--- src/sv/fltw_pkg.sv ---
// Shared types, constants and address helpers for the four-level page walker.
// No dependencies; imported by four_level_page_table_walker.
`timescale 1ns / 1ps

package fltw_pkg;

  // Walk geometry
  localparam int LEVELS     = 4;
  localparam int INDEX_BITS = 9;
  localparam int PAGE_SHIFT = 12;
  localparam int ENTRY_SHIFT = 3;

  // Field widths
  localparam int ADDR_W  = 52;
  localparam int VADDR_W = 48;
  localparam int ENTRY_W = 64;
  localparam int LVL_W   = (LEVELS > 1) ? $clog2(LEVELS) : 1;

  // Page table entry flag bits
  localparam int PTE_PRESENT_BIT = 0;
  localparam int PTE_LARGE_BIT   = 7;

  typedef logic [LVL_W-1:0]      level_t;
  typedef logic [ADDR_W-1:0]     paddr_t;
  typedef logic [VADDR_W-1:0]    vaddr_t;
  typedef logic [INDEX_BITS-1:0] index_t;

  localparam level_t TOP_LEVEL = LVL_W'(LEVELS - 1);

  typedef enum logic [1:0] {
    KIND_READ     = 2'd0,
    KIND_DONE     = 2'd1,
    KIND_UNMAPPED = 2'd2
  } kind_t;

  typedef enum logic {
    OP_TRANSLATE = 1'b0,
    OP_ENTRY     = 1'b1
  } op_t;

  // Table index of a virtual address at a walk level
  function automatic index_t table_index(input vaddr_t va, input level_t lvl);
    index_t idx;
    idx = '0;
    for (int l = 0; l < LEVELS; l++) begin
      if (32'(lvl) == l) begin
        idx = INDEX_BITS'(va >> (PAGE_SHIFT + INDEX_BITS * l));
      end
    end
    return idx;
  endfunction

  // Entry address: table frame joined with the scaled index
  function automatic paddr_t entry_addr(input paddr_t tbl, input vaddr_t va,
                                        input level_t lvl);
    paddr_t frame;
    frame = {tbl[ADDR_W-1:PAGE_SHIFT], {PAGE_SHIFT{1'b0}}};
    return frame | (ADDR_W'(table_index(va, lvl)) << ENTRY_SHIFT);
  endfunction

  // Page offset mask for a page that ends the walk at a given level
  function automatic paddr_t offset_mask(input level_t lvl);
    paddr_t mask;
    mask = '0;
    for (int l = 0; l < LEVELS; l++) begin
      if (32'(lvl) == l) begin
        mask = (ADDR_W'(1) << (PAGE_SHIFT + INDEX_BITS * l)) - ADDR_W'(1);
      end
    end
    return mask;
  endfunction

  // Large-page bit counts only at levels one and two, below the top
  function automatic logic large_level(input level_t lvl);
    return ((32'(lvl) == 1) || (32'(lvl) == 2)) && (32'(lvl) != LEVELS - 1);
  endfunction

endpackage

--- src/sv/four_level_page_table_walker.sv ---
// Path: a beat enters the input register; its result, if any, moves to the result register.
// Throughput: one beat per cycle unless the output stalls; an entry beat is decided
// combinationally, so walk time is set by the memory read latency outside the block.
// Reset: synchronous active-high rst empties both registers, idles the walk, zeroes the root.
// Depends on fltw_pkg.
`timescale 1ns / 1ps

module four_level_page_table_walker (
  input  logic                         clk,
  input  logic                         rst,
  // configuration
  input  logic                         cfg_write_en,
  input  logic [fltw_pkg::ADDR_W-1:0]  cfg_write_data,
  // input channel
  input  logic                         in_valid,
  output logic                         in_stall,
  input  logic                         op,
  input  logic [fltw_pkg::VADDR_W-1:0] vaddr,
  input  logic [fltw_pkg::ENTRY_W-1:0] entry_data,
  // output channel
  output logic                         out_valid,
  input  logic                         out_stall,
  output logic [1:0]                   kind,
  output logic [fltw_pkg::ADDR_W-1:0]  address,
  output logic [1:0]                   page_level
);

  import fltw_pkg::*;

  // Configuration and walk state
  paddr_t root_table_addr;
  vaddr_t walk_vaddr;
  level_t walk_level;
  logic   walk_busy;

  // Input register
  logic                 s1_valid;
  op_t                  s1_op;
  vaddr_t               s1_vaddr;
  logic [ENTRY_W-1:0]   s1_entry;

  // Result register
  kind_t  out_kind;
  paddr_t out_address;
  level_t out_level;

  // Decision
  logic   res_valid;
  kind_t  res_kind;
  paddr_t res_address;
  level_t res_level;
  vaddr_t walk_vaddr_next;
  level_t walk_level_next;
  logic   walk_busy_next;

  logic   out_ready;
  logic   s1_go;
  logic   in_take;
  paddr_t frame;

  assign out_ready = !out_valid || !out_stall;
  // Stage one drains when it has no result or the result register can take it
  assign s1_go     = s1_valid && (!res_valid || out_ready);
  assign in_stall  = s1_valid && !s1_go;
  assign in_take   = in_valid && !in_stall;

  assign frame = {s1_entry[ADDR_W-1:PAGE_SHIFT], {PAGE_SHIFT{1'b0}}};

  // Decide the held beat against the walk state
  always_comb begin
    res_valid       = 1'b0;
    res_kind        = KIND_READ;
    res_address     = '0;
    res_level       = '0;
    walk_vaddr_next = walk_vaddr;
    walk_level_next = walk_level;
    walk_busy_next  = walk_busy;
    if (s1_op == OP_TRANSLATE) begin
      if (!walk_busy) begin
        res_valid       = 1'b1;
        res_kind        = KIND_READ;
        res_address     = entry_addr(root_table_addr, s1_vaddr, TOP_LEVEL);
        res_level       = TOP_LEVEL;
        walk_vaddr_next = s1_vaddr;
        walk_level_next = TOP_LEVEL;
        walk_busy_next  = 1'b1;
      end
    end else if (walk_busy) begin
      res_valid = 1'b1;
      if (!s1_entry[PTE_PRESENT_BIT]) begin
        res_kind       = KIND_UNMAPPED;
        res_address    = '0;
        res_level      = walk_level;
        walk_busy_next = 1'b0;
      end else if (s1_entry[PTE_LARGE_BIT] && large_level(walk_level)) begin
        res_kind       = KIND_DONE;
        res_address    = (frame & ~offset_mask(walk_level)) |
                         (ADDR_W'(walk_vaddr) & offset_mask(walk_level));
        res_level      = walk_level;
        walk_busy_next = 1'b0;
      end else if (walk_level == '0) begin
        res_kind       = KIND_DONE;
        res_address    = frame | ADDR_W'(walk_vaddr[PAGE_SHIFT-1:0]);
        res_level      = '0;
        walk_busy_next = 1'b0;
      end else begin
        res_kind        = KIND_READ;
        walk_level_next = walk_level - LVL_W'(1);
        res_address     = entry_addr(frame, walk_vaddr, walk_level_next);
        res_level       = walk_level_next;
      end
    end
  end

  // Root register
  always_ff @(posedge clk) begin
    if (rst) begin
      root_table_addr <= '0;
    end else if (cfg_write_en) begin
      root_table_addr <= cfg_write_data;
    end
  end

  // Walk state advances as stage one drains
  always_ff @(posedge clk) begin
    if (rst) begin
      walk_vaddr <= '0;
      walk_level <= '0;
      walk_busy  <= 1'b0;
    end else if (s1_go) begin
      walk_vaddr <= walk_vaddr_next;
      walk_level <= walk_level_next;
      walk_busy  <= walk_busy_next;
    end
  end

  // Input register: load a beat, drop when drained
  always_ff @(posedge clk) begin
    if (rst) begin
      s1_valid <= 1'b0;
    end else if (in_take) begin
      s1_valid <= 1'b1;
    end else if (s1_go) begin
      s1_valid <= 1'b0;
    end
  end

  always_ff @(posedge clk) begin
    if (in_take) begin
      s1_op    <= op_t'(op);
      s1_vaddr <= vaddr;
      s1_entry <= entry_data;
    end
  end

  // Result register: hold while stalled
  always_ff @(posedge clk) begin
    if (rst) begin
      out_valid <= 1'b0;
    end else if (s1_go && res_valid) begin
      out_valid <= 1'b1;
    end else if (out_ready) begin
      out_valid <= 1'b0;
    end
  end

  always_ff @(posedge clk) begin
    if (s1_go && res_valid) begin
      out_kind    <= res_kind;
      out_address <= res_address;
      out_level   <= res_level;
    end
  end

  assign kind       = 2'(out_kind);
  assign address    = out_address;
  assign page_level = 2'(out_level);

  // A finished walk leaves the walker idle
  a_done_idles: assert property (@(posedge clk) disable iff (rst)
    (s1_go && res_valid && res_kind != KIND_READ) |=> !walk_busy)
    else $error("walk still busy after a final result");

  // A read request always leaves a walk in progress
  a_read_busy: assert property (@(posedge clk) disable iff (rst)
    (s1_go && res_valid && res_kind == KIND_READ) |=> walk_busy)
    else $error("read request issued without an active walk");

  // Walk level stays within the table hierarchy
  a_level_range: assert property (@(posedge clk) disable iff (rst)
    walk_busy |-> (32'(walk_level) <= LEVELS - 1))
    else $error("walk level out of range");

  // Stall only when the input register holds a beat that cannot move
  a_stall_cause: assert property (@(posedge clk) disable iff (rst)
    in_stall |-> (s1_valid && res_valid && out_valid && out_stall))
    else $error("input stalled without a blocked result");

endmodule
--- config.mk ---
export PLATFORM = sky130hd
export DESIGN_NAME = four_level_page_table_walker
export DESIGN_NICKNAME = d
export VERILOG_FILES = /design/src/sv/fltw_pkg.sv /design/src/sv/four_level_page_table_walker.sv
export SDC_FILE = /design/constraint.sdc
export NUM_CORES = 1
export LEC_CHECK = 0
export BUFFER_PORTS_ARGS = -buffer_cell sky130_fd_sc_hd__buf_2
export CORE_ASPECT_RATIO = 0.8
export CORE_MARGIN = 2
export CORE_UTILIZATION = 50
export DETAILED_ROUTE_END_ITERATION = 8
export GPL_TIMING_DRIVEN = 1
export PLACE_DENSITY = 0.75
export RECOVER_POWER = 100
export SLEW_MARGIN = 5
export SYNTH_ARGS = -nofsm -noshare
export SYNTH_HDL_FRONTEND = slang
export SYNTH_SLANG_ARGS = --single-unit
--- constraint.sdc ---
create_clock -name clk -period 7.4 [get_ports clk]
set_clock_uncertainty 0.2 [all_clocks]
set_input_delay 0.74 -clock clk [delete_from_list [all_inputs] [get_ports clk]]
set_output_delay 0.74 -clock clk [all_outputs]
set_load 0.01 [all_outputs]
# Yosys cells after proc, flatten, opt, wreduce, memory -nomap -nowiden
# Cells that the tools add are included.
[word_totals]
regBits = 262
input_bits = 170
out_inout_bits = 58
word_cells = 109
[classes]
n_addsub = 1
n_eq_ne = 12
muxes = 52
bitwise_logic = 9
reduce_logical = 22
[ops]
columns = ["op", "n"]
rows = [
  ["$mux 52", 13],
  ["$or 52x12->52", 3],
  ["$mux 9", 11],
  ["$and 48x52->52", 1],
  ["$and 52x52->52", 1],
  ["$not 52->52", 1],
  ["$or 52x52->52", 1],
  ["$mux 2", 13],
  ["$mux 1", 14],
  ["$mux 12", 1],
  ["$eq 2x2->1 const B", 4],
  ["$ne 2x2->1 const B", 4],
  ["$logic_and 1x1->1", 6],
  ["$reduce_and 3->1", 2],
  ["$reduce_and 6->1", 1],
  ["$logic_not 1->1", 5],
  ["$eq 2x1->1 const B", 2],
  ["$logic_not 2->1", 2],
  ["$ne 2x1->1 const B", 2],
  ["$reduce_bool 2->1", 2],
  ["$logic_or 1x1->1", 3],
  ["$not 1->1", 2],
  ["$reduce_and 2->1", 1],
  ["$sub 2x1->2 const B", 1],
]

# Logic depth before layout (Yosys ltp)
# Gate-level depths: netlist of the first run.
[logic_depth]
word_depth = 17
ltp_mapped = 8
ltp_nobuf = 6

# Least setup slack after synthesis of the first run
# No wires, ideal clock.
[synth_path]
path_kind = "register to register"
from = "register s1_op"
to = "register s1_entry[0] (enable)"
setup_ps = 552
arrival_time_ps = 5069
t_required_ps = 6648
path_slack_ps = 1579
path_stages_with_launch = 6
synth_period_minus_slack_ps = 5821
path_cell_list = "edfxtp_1 -> inv_1 -> ha_1 -> nand2b_1 -> nor2_1 -> nor2b_1"
[synth_via]
elab_chain_len = 8
[synth_rtl]
columns = ["item", "line", "rtl"]
rows = [
  ["start, declared", "four_level_page_table_walker.sv:38", "op_t s1_op;"],
  ["start signal, assigned", "four_level_page_table_walker.sv:150", "s1_op <= op_t'(op);"],
  ["$mux 1", "four_level_page_table_walker.sv:78", "if (s1_op == OP_TRANSLATE) begin"],
  ["$logic_not 1->1", "four_level_page_table_walker.sv:63", "assign s1_go = s1_valid && (!res_valid || out_ready);"],
  ["$logic_or 1x1->1", "four_level_page_table_walker.sv:63", ""],
  ["$logic_and 1x1->1", "four_level_page_table_walker.sv:63", ""],
  ["$logic_not 1->1", "four_level_page_table_walker.sv:64", "assign in_stall = s1_valid && !s1_go;"],
  ["$logic_and 1x1->1", "four_level_page_table_walker.sv:64", ""],
  ["via in_stall", "four_level_page_table_walker.sv:16", "output logic in_stall,"],
  ["$logic_not 1->1", "four_level_page_table_walker.sv:65", "assign in_take = in_valid && !in_stall;"],
  ["$logic_and 1x1->1", "four_level_page_table_walker.sv:65", ""],
  ["via in_take", "four_level_page_table_walker.sv:58", "logic in_take;"],
  ["end signal, assigned", "four_level_page_table_walker.sv:152", "s1_entry <= entry_data;"],
  ["end, declared", "four_level_page_table_walker.sv:40", "logic [ENTRY_W-1:0] s1_entry;"],
]
# The timed path passes the listed nets, and every way through them passes these cells.
# A chain may end at the register's enable or synchronous reset.

# Worst setup path after layout of the first run
[layout_path]
from = "register s1_op"
to = "register s1_vaddr[41] (enable)"
[layout_via]
elab_chain_len = 8
[layout_rtl]
columns = ["item", "line", "rtl"]
rows = [
  ["$mux 1", "four_level_page_table_walker.sv:78", ""],
  ["$logic_not 1->1", "four_level_page_table_walker.sv:63", ""],
  ["$logic_or 1x1->1", "four_level_page_table_walker.sv:63", ""],
  ["$logic_and 1x1->1", "four_level_page_table_walker.sv:63", ""],
  ["$logic_not 1->1", "four_level_page_table_walker.sv:64", ""],
  ["$logic_and 1x1->1", "four_level_page_table_walker.sv:64", ""],
  ["$logic_not 1->1", "four_level_page_table_walker.sv:65", ""],
  ["$logic_and 1x1->1", "four_level_page_table_walker.sv:65", ""],
  ["via in_take", "four_level_page_table_walker.sv:58", ""],
  ["end signal, assigned", "four_level_page_table_walker.sv:151", "s1_vaddr <= vaddr;"],
  ["end, declared", "four_level_page_table_walker.sv:39", "vaddr_t s1_vaddr;"],
]
# The timed path passes the listed nets, and every way through them passes these cells.

==> results.py, run 1 <==
metrics = {
    "floorplanning": {
        "dieArea_sq_um": 18250,
        "pin_count": 228,
        "start_util": 0.5156,
        "rows": 42,
        "die_w_microns": 150.5,
        "core_sq_um": 16660,
        "die_h_microns": 121.2,
    },
    "setup_path": {
        "cp-endpoint": "s1_vaddr[41]",
        "cp_top_family": "simple AND/OR/NAND/NOR gates",
        "cp-start-kind": "flip-flop",
        "crit_chain": "inv_1, ha_1, nand2b_1, nor2_1, nor2b_1, buf_4",
        "max_stage_delay_ns": 2.37,
        "critPathCaptureType": "flip-flop",
        "critical_path.slowest_cell": "nor2b_1",
        "crit_buf_inv": 2,
        "reg2reg_from": "s1_op",
        "reg2reg_to": "s1_vaddr[41]",
        "rr_worst_depth": 6,
        "critPathLaunch": "s1_op",
        "worst_ep_required_time_ns": 7.33,
        "crit_arrival_ns": 4.96,
        "cp.depth": 6,
        "reg2reg_slack_ns": 2.37,
        "cp_max_fo": 56,
        "critical_path_class": "reg2reg",
    },
    "grt": {
        "grt_pass1_vias": 5377,
        "grt.overflow.total": 0,
        "grt_pass1_wl_microns": 29440,
        "antenna_found_initial": 0,
        "track_usage": 0.2130,
        "grt_max_degree": 85,
    },
    "run": {
        "drv_cap": 4,
    },
    "yosys": {
        "synth_top_family_by_area": "simple AND/OR/NAND/NOR gates",
        "synth-async-reset-ratio": 0,
        "netlist.area_leader.share": 0.5139,
        "syn_area_per_cell_sq_um": 13.07,
        "synth_xor_area_frac": 0,
        "postSynthCellCount": 657,
        "ys.flop_type": "edfxtp_1",
        "mappedNetlistArea_sq_um": 8589,
        "yosys.area.top_type": "edfxtp_1",
        "synth_compound_area_frac": 0.08084,
        "synth_most_common_cell": "edfxtp_1",
        "synth.net_count": 835,
        "ys.warnings.count": 0,
        "synthSimpleGateAreaFrac": 0.09468,
        "yosys.area_share.adder": 0.01165,
        "yosysSeqAreaShare": 0.7097,
        "synth_commonest_cells": "147 x edfxtp_1, 110 x nand2_1, 84 x dfxtp_1",
        "ys_types": 32,
        "synth_seq_cells": 231,
        "synth_edf_count": 147,
        "synth_area_leaders": "edfxtp_1 51%, dfxtp_1 20%, mux2i_1 8.0%",
        "synthMuxAreaShare": 0.08041,
    },
    "cells_and_area": {
        "final_cells": 1079,
        "drive_gt1_frac": 0.1865,
        "area_growth_pct": 20.96,
        "nets": 1020,
    },
    "timing": {
        "hold_viol_final": 0,
        "max_freq_mhz": 199.0,
        "setup_viol": 0,
        "drv_slew": 181,
        "setup_tns_ns": 0,
        "post-route-min-period_ns": 5.026,
        "relSlewSlack": -1.849,
        "worst_slew_pin_slew_ns": 4.274,
        "fin_crit_sh": 0.6792,
        "rsz0062_at_grt": "no",
    },
    "power_and_ir_drop": {
        "p_leak_nw": 4.086,
        "finalPower_mw": 2.799,
        "ir_worst_vdd_mv": 0.1998,
        "p_per_area_nw_per_um2": 269.4,
    },
    "routing": {
        "first_pass_iters": 5,
        "antenna_left": 0,
        "routedWlPerCell_microns": 18.12,
        "drt_iter0_markers": 553,
        "drcViolationCount": 0,
        "wirelength_microns": 19550,
        "vias_per_cell": 5.238,
        "num_vias": 5652,
    },
    "clock_tree": {
        "post_cts_resized": 0,
        "clk_pin_slew_worst_paths_ns": 0.06,
        "clock_sinks": 231,
        "cts_root_buf": "clkbuf_16",
        "clk_latency_ns": 0.51,
        "clockBufferDepth": 3,
        "htreeDepth": 1,
        "cts_tree": "done",
        "postCtsSetupBuffers": 0,
        "cts_buffers": 23,
        "holdBufCountCts": 0,
    },
    "placed_design": {
        "hpwlAfterDp_microns": 13060,
        "io_buffers": 193,
        "gp_congestion": 0.7847,
        "placed_cells": 1037,
    },
    "run_status": {
        "status": "finished with violations",
        "violations": "capacitance limit, slew limit",
    },
    "min_path": {
        "min_path_type": "in2reg",
    },
}
how the worst min path moves through the flow:
stage | from | endpoint | depth (start not counted) | slack [ns]
after floorplan | walk_vaddr[0] | walk_vaddr[0] | 2 | 0.23
final | entry_data[31] | s1_entry[31] | 1 | 0.20
after CTS | vaddr[43] | s1_vaddr[43] | 1 | 0.19
after detailed placement | walk_vaddr[2] | walk_vaddr[2] | 2 | 0.24
after global placement | walk_vaddr[2] | walk_vaddr[2] | 2 | 0.24
after global routing | vaddr[46] | s1_vaddr[46] | 1 | 0.19
metal layers:
metal,global-route usage,wire [microns],vias to the layer above
met5,0,0,-
met4,0.04363,246,0
met3,0.03835,1721,23
met2,0.3116,8458,238
met1,0.3336,9128,2659
li1,-,-,2732
power by group:
group	internal [mW]	switching, mW	total (mW)
registers	1.44	0.0284	1.47
logic	0.0661	0.0982	0.164
clock network	0.693	0.472	1.16
total	2.20	0.598	2.80
stage by stage:
stage          cell area [sq um]  worst slack [ns]  utilization  hold slack [ns]
2_1_floorplan               8589             1.579            -           0.2317
3_3_place_gp                9743             4.048       0.5849           0.2393
4_1_cts                    10510             3.978       0.6311           0.1902
3_5_place_dp                9743             3.981       0.5849           0.2434
6_report                   10390             2.374       0.6237           0.2046
5_1_grt                    10390             1.942       0.6236           0.1872
layout by cell type, fill, tap and decap left out, types with 2 or more instances in the layout:
cell         n
clkbuf_1    83
a221oi_1    10
inv_1        5
buf_2      116
nand3b_1     2
a221o_1      9
clkinv_2     3
o21ai_0     31
clkinv_1     2
nor2b_1     12
mux2i_1     69
ha_1         8
nor2_1      47
dfxtp_1     84
clkbuf_16   23
buf_4        5
nand3_1      3
bufinv_16    2
and2_0       2
edfxtp_1   147
nand2_1    110
clkbuf_8     5
a21oi_1     42
nor3_1      10
a22o_1      13
final cells by class:
type	count	area [sq um]
Fill cell	1351	6269
Sequential cell	231	6096
Multi-Input combinational cell	380	2308
Timing Repair Buffer	201	918.4
Clock buffer	31	655.6
Tap cell	220	275.3
Clock inverter	10	115.1
Inverter	5	18.77
Antenna cell	1	2.502
sequential cells by signal, indices dropped and copies added, names as in the netlist:
signal	count
s1_entry	42
kind	2
walk_level	2
address	52
s1_vaddr	48
root_table_addr	40
page_level	2
walk_busy	1
s1_op	1
s1_valid	1
out_valid	1
walk_vaddr	39
cells by family (layout without fill, tap and decap cells):
group	Yosys count	in the layout
buf+inv	46	247
flops	231	231
fa+ha+maj	8	8
compound gates	109	109
mux	69	69
simple gates	194	194
other cells	0	1
Power figures use the tool's default switching activity.
==> inputs of run 2 (changes only) <==
- clock period: 7.4 -> 5.1 ns (I/O delays scaled with it)
==> results.py, run 2 (synthesis results as in run 1) <==
metrics = {
    "setup_path": {
        "cp_top_family": "buffers and inverters",
        "crit_buf_inv": 2,
        "rr_worst_depth": 5,
        "reg2reg_slack_ns": 1.26,
        "critical_path_class": "reg2reg",
        "cp_max_fo": 30,
        "crit_arrival_ns": 3.75,
        "worst_ep_required_time_ns": 5.01,
        "reg2reg_to": "address[3]",
        "critical_path.slowest_cell": "clkbuf_1",
        "crit_chain": "inv_1, ha_1, o21ai_0, nor2_4, clkbuf_1",
        "critPathCaptureType": "flip-flop",
        "reg2reg_from": "s1_op",
        "cp.depth": 5,
        "cp-start-kind": "flip-flop",
        "max_stage_delay_ns": 1.22,
    },
    "grt": {
        "grt.overflow.total": 0,
        "track_usage": 0.2351,
        "grt_pass1_vias": 5986,
        "grt_max_degree": 59,
        "grt_pass1_wl_microns": 32370,
        "antenna_found_initial": 0,
    },
    "power_and_ir_drop": {
        "ir_worst_vdd_mv": 0.3179,
        "p_leak_nw": 4.454,
        "p_per_area_nw_per_um2": 362.3,
        "finalPower_mw": 4.087,
    },
    "placed_design": {
        "gp_congestion": 0.7946,
        "placed_cells": 1038,
        "io_buffers": 193,
        "hpwlAfterDp_microns": 13130,
        "place_ws_ns": 1.952,
        "placed_area_sq_um": 9763,
    },
    "clock_tree": {
        "htreeDepth": 1,
        "clock_sinks": 231,
        "cts_buffers": 23,
        "clk_latency_ns": 0.51,
        "cts_root_buf": "clkbuf_16",
        "clk_pin_slew_worst_paths_ns": 0.06,
        "clockBufferDepth": 3,
        "cts_tree": "done",
    },
    "run": {
        "drv_cap": 5,
    },
    "routing": {
        "first_pass_iters": 5,
        "num_vias": 6006,
        "drcViolationCount": 0,
        "wirelength_microns": 21450,
        "vias_per_cell": 5.138,
        "routedWlPerCell_microns": 18.35,
        "drt_iter0_markers": 347,
        "antenna_left": 0,
    },
    "cells_and_area": {
        "ff_latch_area_sq_um": 6096,
        "fillers": 1238,
        "n_antenna_cell": 0,
        "final_cells": 1169,
        "nets": 1111,
        "area_growth_pct": 31.35,
        "layout.cells.most_common_list": "147 x edfxtp_1, 116 x buf_2, 110 x nand2_1, 90 x dlygate4sd3_1, 85 x clkbuf_1",
        "drive_gt1_frac": 0.1686,
        "final_core_util": 0.6773,
        "largest_register_ffs": 52,
        "layout_commonest_cell": "edfxtp_1",
        "multi_input_area_sq_um": 2311,
        "postLayoutCellArea_sq_um": 11280,
    },
    "min_path": {
        "worstHoldStart": "in_valid",
        "min_to": "s1_valid",
        "hold_depth": 3,
        "min_path_type": "in2reg",
    },
    "floorplanning": {
        "core_sq_um": 16660,
        "die_w_microns": 150.5,
        "pin_count": 228,
        "rows": 42,
        "dieArea_sq_um": 18250,
        "die_h_microns": 121.2,
        "start_util": 0.5156,
    },
    "run_status": {
        "status": "finished with violations",
        "violations": "capacitance limit, slew limit",
    },
    "timing": {
        "drv_slew": 170,
        "post-route-min-period_ns": 3.839,
        "setup_slack_ns": 1.261,
        "worst_slew_pin_slew_ns": 3.123,
        "rsz0062_at_grt": "no",
        "setup_viol": 0,
        "hold_viol_final": 0,
        "relSlewSlack": -1.082,
        "max_freq_mhz": 260.5,
        "fin_crit_sh": 0.7527,
        "hold_ws_ns": 0.04362,
        "setup_tns_ns": 0,
    },
}
==> run 2: how the worst max path moves through the flow <==
stage,start,end,slack (ns)
6_report,s1_op,address[3],1.26
5_1_grt,s1_op,address[3],0.95
4_1_cts,s1_op,address[3],1.94
3_5_place_dp,s1_op,address[0],1.95
3_3_place_gp,s1_op,address[0],2.04
2_1_floorplan,s1_op,s1_entry[0],1.05
==> run 2: power by group <==
part	switching, mW	internal [mW]	total [mW]
combinational	0.154	0.144	0.298
sequential	0.0424	2.09	2.13
clock	0.687	0.970	1.66
total	0.883	3.20	4.09
==> run 2: area by class of cell <==
cell class / instances / area share
Inverter: 5 / 0.001664
Sequential cell: 231 / 0.5403
Clock inverter: 7 / 0.005989
Timing Repair Buffer: 292 / 0.1628
Multi-Input combinational cell: 380 / 0.2048
Clock buffer: 34 / 0.06000
Tap cell: 220 / 0.02440
==> run 2: routing by layer <==
metal	vias to the layer above	part of all wire	GRT usage
li1	2926	-	-
met1	2819	0.45	0.3380
met2	231	0.47	0.3767
met3	30	0.071	0.04211
met4	0	0.018	0.05130
met5	-	0	0
==> run 2: timing repair <==
action,in CTS,in global routing
hold buffers,90,0
setup buffers,0,0
endpoints found under the hold margin,90,0
gates resized for setup,0,0
==> run 2: worst reg2reg max path, cell delays in order, from the launching register on <==
cell      delay [ns]
edfxtp_1        0.50
inv_1           0.09
ha_1            0.37
o21ai_0         0.30
nor2_4          0.74
clkbuf_1        1.22
==> inputs of run 3 (changes only) <==
- CORE_UTILIZATION: 50 -> 47
- PLACE_DENSITY: 0.75 -> 0.74
- clock period: 5.1 -> 3.3 ns (I/O delays scaled with it)
==> results.py, run 3 (synthesis results as in run 1) <==
metrics = {
    "cells_and_area": {
        "layout.cells.most_common_list": "147 x edfxtp_1, 133 x dlygate4sd3_1, 111 x buf_2, 110 x nand2_1, 88 x clkbuf_1",
        "drive_gt1_frac": 0.1643,
        "layout_commonest_cell": "edfxtp_1",
        "area_growth_pct": 37.54,
        "final_cells": 1229,
        "nets": 1159,
        "largest_register_ffs": 52,
    },
    "clock_tree": {
        "cts_root_buf": "clkbuf_16",
        "clockBufferDepth": 3,
        "post_cts_resized": 0,
        "clk_pin_slew_worst_paths_ns": 0.06,
        "clock_sinks": 231,
        "cts_buffers": 23,
        "clk_latency_ns": 0.51,
        "htreeDepth": 1,
        "cts_tree": "done",
    },
    "floorplanning": {
        "dieArea_sq_um": 19380,
        "die_w_microns": 155.1,
        "core_sq_um": 18000,
        "pin_count": 228,
        "rows": 44,
        "die_h_microns": 124.9,
        "start_util": 0.4771,
    },
    "setup_path": {
        "crit_buf_inv": 2,
        "critPathCaptureType": "flip-flop",
        "worst_ep_required_time_ns": 3.30,
        "cp_max_fo": 41,
        "cp-start-kind": "flip-flop",
        "crit_arrival_ns": 2.83,
        "max_stage_delay_ns": 0.73,
        "crit_chain": "inv_1, ha_1, nand2b_1, nor2_1, nor2b_2, buf_12",
        "cp_top_family": "simple AND/OR/NAND/NOR gates",
        "critical_path_class": "reg2reg",
        "critical_path.slowest_cell": "nor2b_2",
    },
    "run_status": {
        "status": "finished with violations",
        "violations": "capacitance limit, slew limit",
    },
    "routing": {
        "first_pass_iters": 5,
        "routedWlPerCell_microns": 18.28,
        "vias_per_cell": 5.014,
        "num_vias": 6162,
        "antenna_left": 0,
        "wirelength_microns": 22460,
        "drt_iter0_markers": 356,
        "drcViolationCount": 0,
    },
    "timing": {
        "relSlewSlack": -0.3623,
        "rsz0062_at_grt": "no",
        "worst_slew_pin_slew_ns": 2.043,
        "post-route-min-period_ns": 2.836,
        "setup_tns_ns": 0,
        "fin_crit_sh": 0.8594,
        "max_freq_mhz": 352.6,
        "hold_viol_final": 0,
        "setup_viol": 0,
        "drv_slew": 41,
    },
    "grt": {
        "track_usage": 0.2319,
        "grt.overflow.total": 0,
        "grt_pass1_wl_microns": 34600,
        "grt_pass1_vias": 6359,
        "antenna_found_initial": 1,
        "grt_max_degree": 42,
    },
    "placed_design": {
        "io_buffers": 193,
        "placed_cells": 1053,
        "hpwlAfterDp_microns": 13520,
        "gp_congestion": 0.8167,
    },
    "power_and_ir_drop": {
        "ir_worst_vdd_mv": 0.3975,
        "p_per_area_nw_per_um2": 551.5,
        "p_leak_nw": 4.678,
    },
    "run": {
        "drv_cap": 1,
    },
    "min_path": {
        "min_path_type": "in2reg",
    },
}
## run 3: cell count changes in the layout (fill, tap and decap cells not counted), moves of 2 or more
cell	delta
dlygate4sd3_1	+43
buf_2	-5
clkinv_2	+4
clkbuf_1	+3
clkbuf_2	+3
clkbuf_8	-3
and2_0	-2
and2_1	+2
bufinv_16	+2
## run 3: final timing paths
kind / from / to / slack (ns) / cells after the start
worst min-delay path: cfg_write_en / root_table_addr[49] / 0.15 / 3
worst max register to register: s1_op / s1_vaddr[47] / 0.46 / 6
worst min register to register: walk_vaddr[0] / walk_vaddr[0] / 0.25 / 2
worst max-delay path: s1_op / s1_vaddr[47] / 0.46 / 6
## run 3: worst min-delay path, cell delays in order
cell	delay, ns
buf_2	0.25
mux2i_1	0.17
nor2_1	0.07
## run 3: what timing repair did
item,CTS,global route
hold endpoints to repair,133,0
setup buffers,0,0
hold buffers,133,0
## run 3: layout make-up
type / count / area, sq um
fillers: 1368 / 6188
diodes: 1 / 2.502
well taps: 230 / 287.8
repair buffers: 340 / 2303
clock buffers: 30 / 653.1
multi-input cells: 380 / 2313
inverters: 5 / 18.77
clock inverters: 12 / 138.9
flip-flops and latches: 231 / 6096
## run 3: stage by stage
step	hold slack [ns]	total power, mW	cell area, sq um	setup slack [ns]	utilization
final	0.1529	6.515	11810	0.4638	0.6562
after global routing	0.1554	6.722	11810	0.2596	0.6562
after CTS	0.1317	6.537	11950	0.5899	0.6637
after detailed placement	0.2441	3.740	9826	0.7497	0.5458
after global placement	0.2393	3.729	9826	0.7695	0.5458
after floorplan	0.2289	3.545	8600	0.1635	-
## run 3: power breakdown
group	internal, mW	total (mW)	switching [mW]
Sequential	3.23	3.29	0.0650
Clock	1.63	2.72	1.08
Combinational	0.254	0.505	0.251
## run 3: layer usage
layer  share of wire  vias up  track usage
met5               0        -            0
met4           0.025        0      0.06754
met3           0.056       46      0.03827
met2            0.47      217       0.3799
met1            0.45     2880       0.3215
li1                -     3019            -
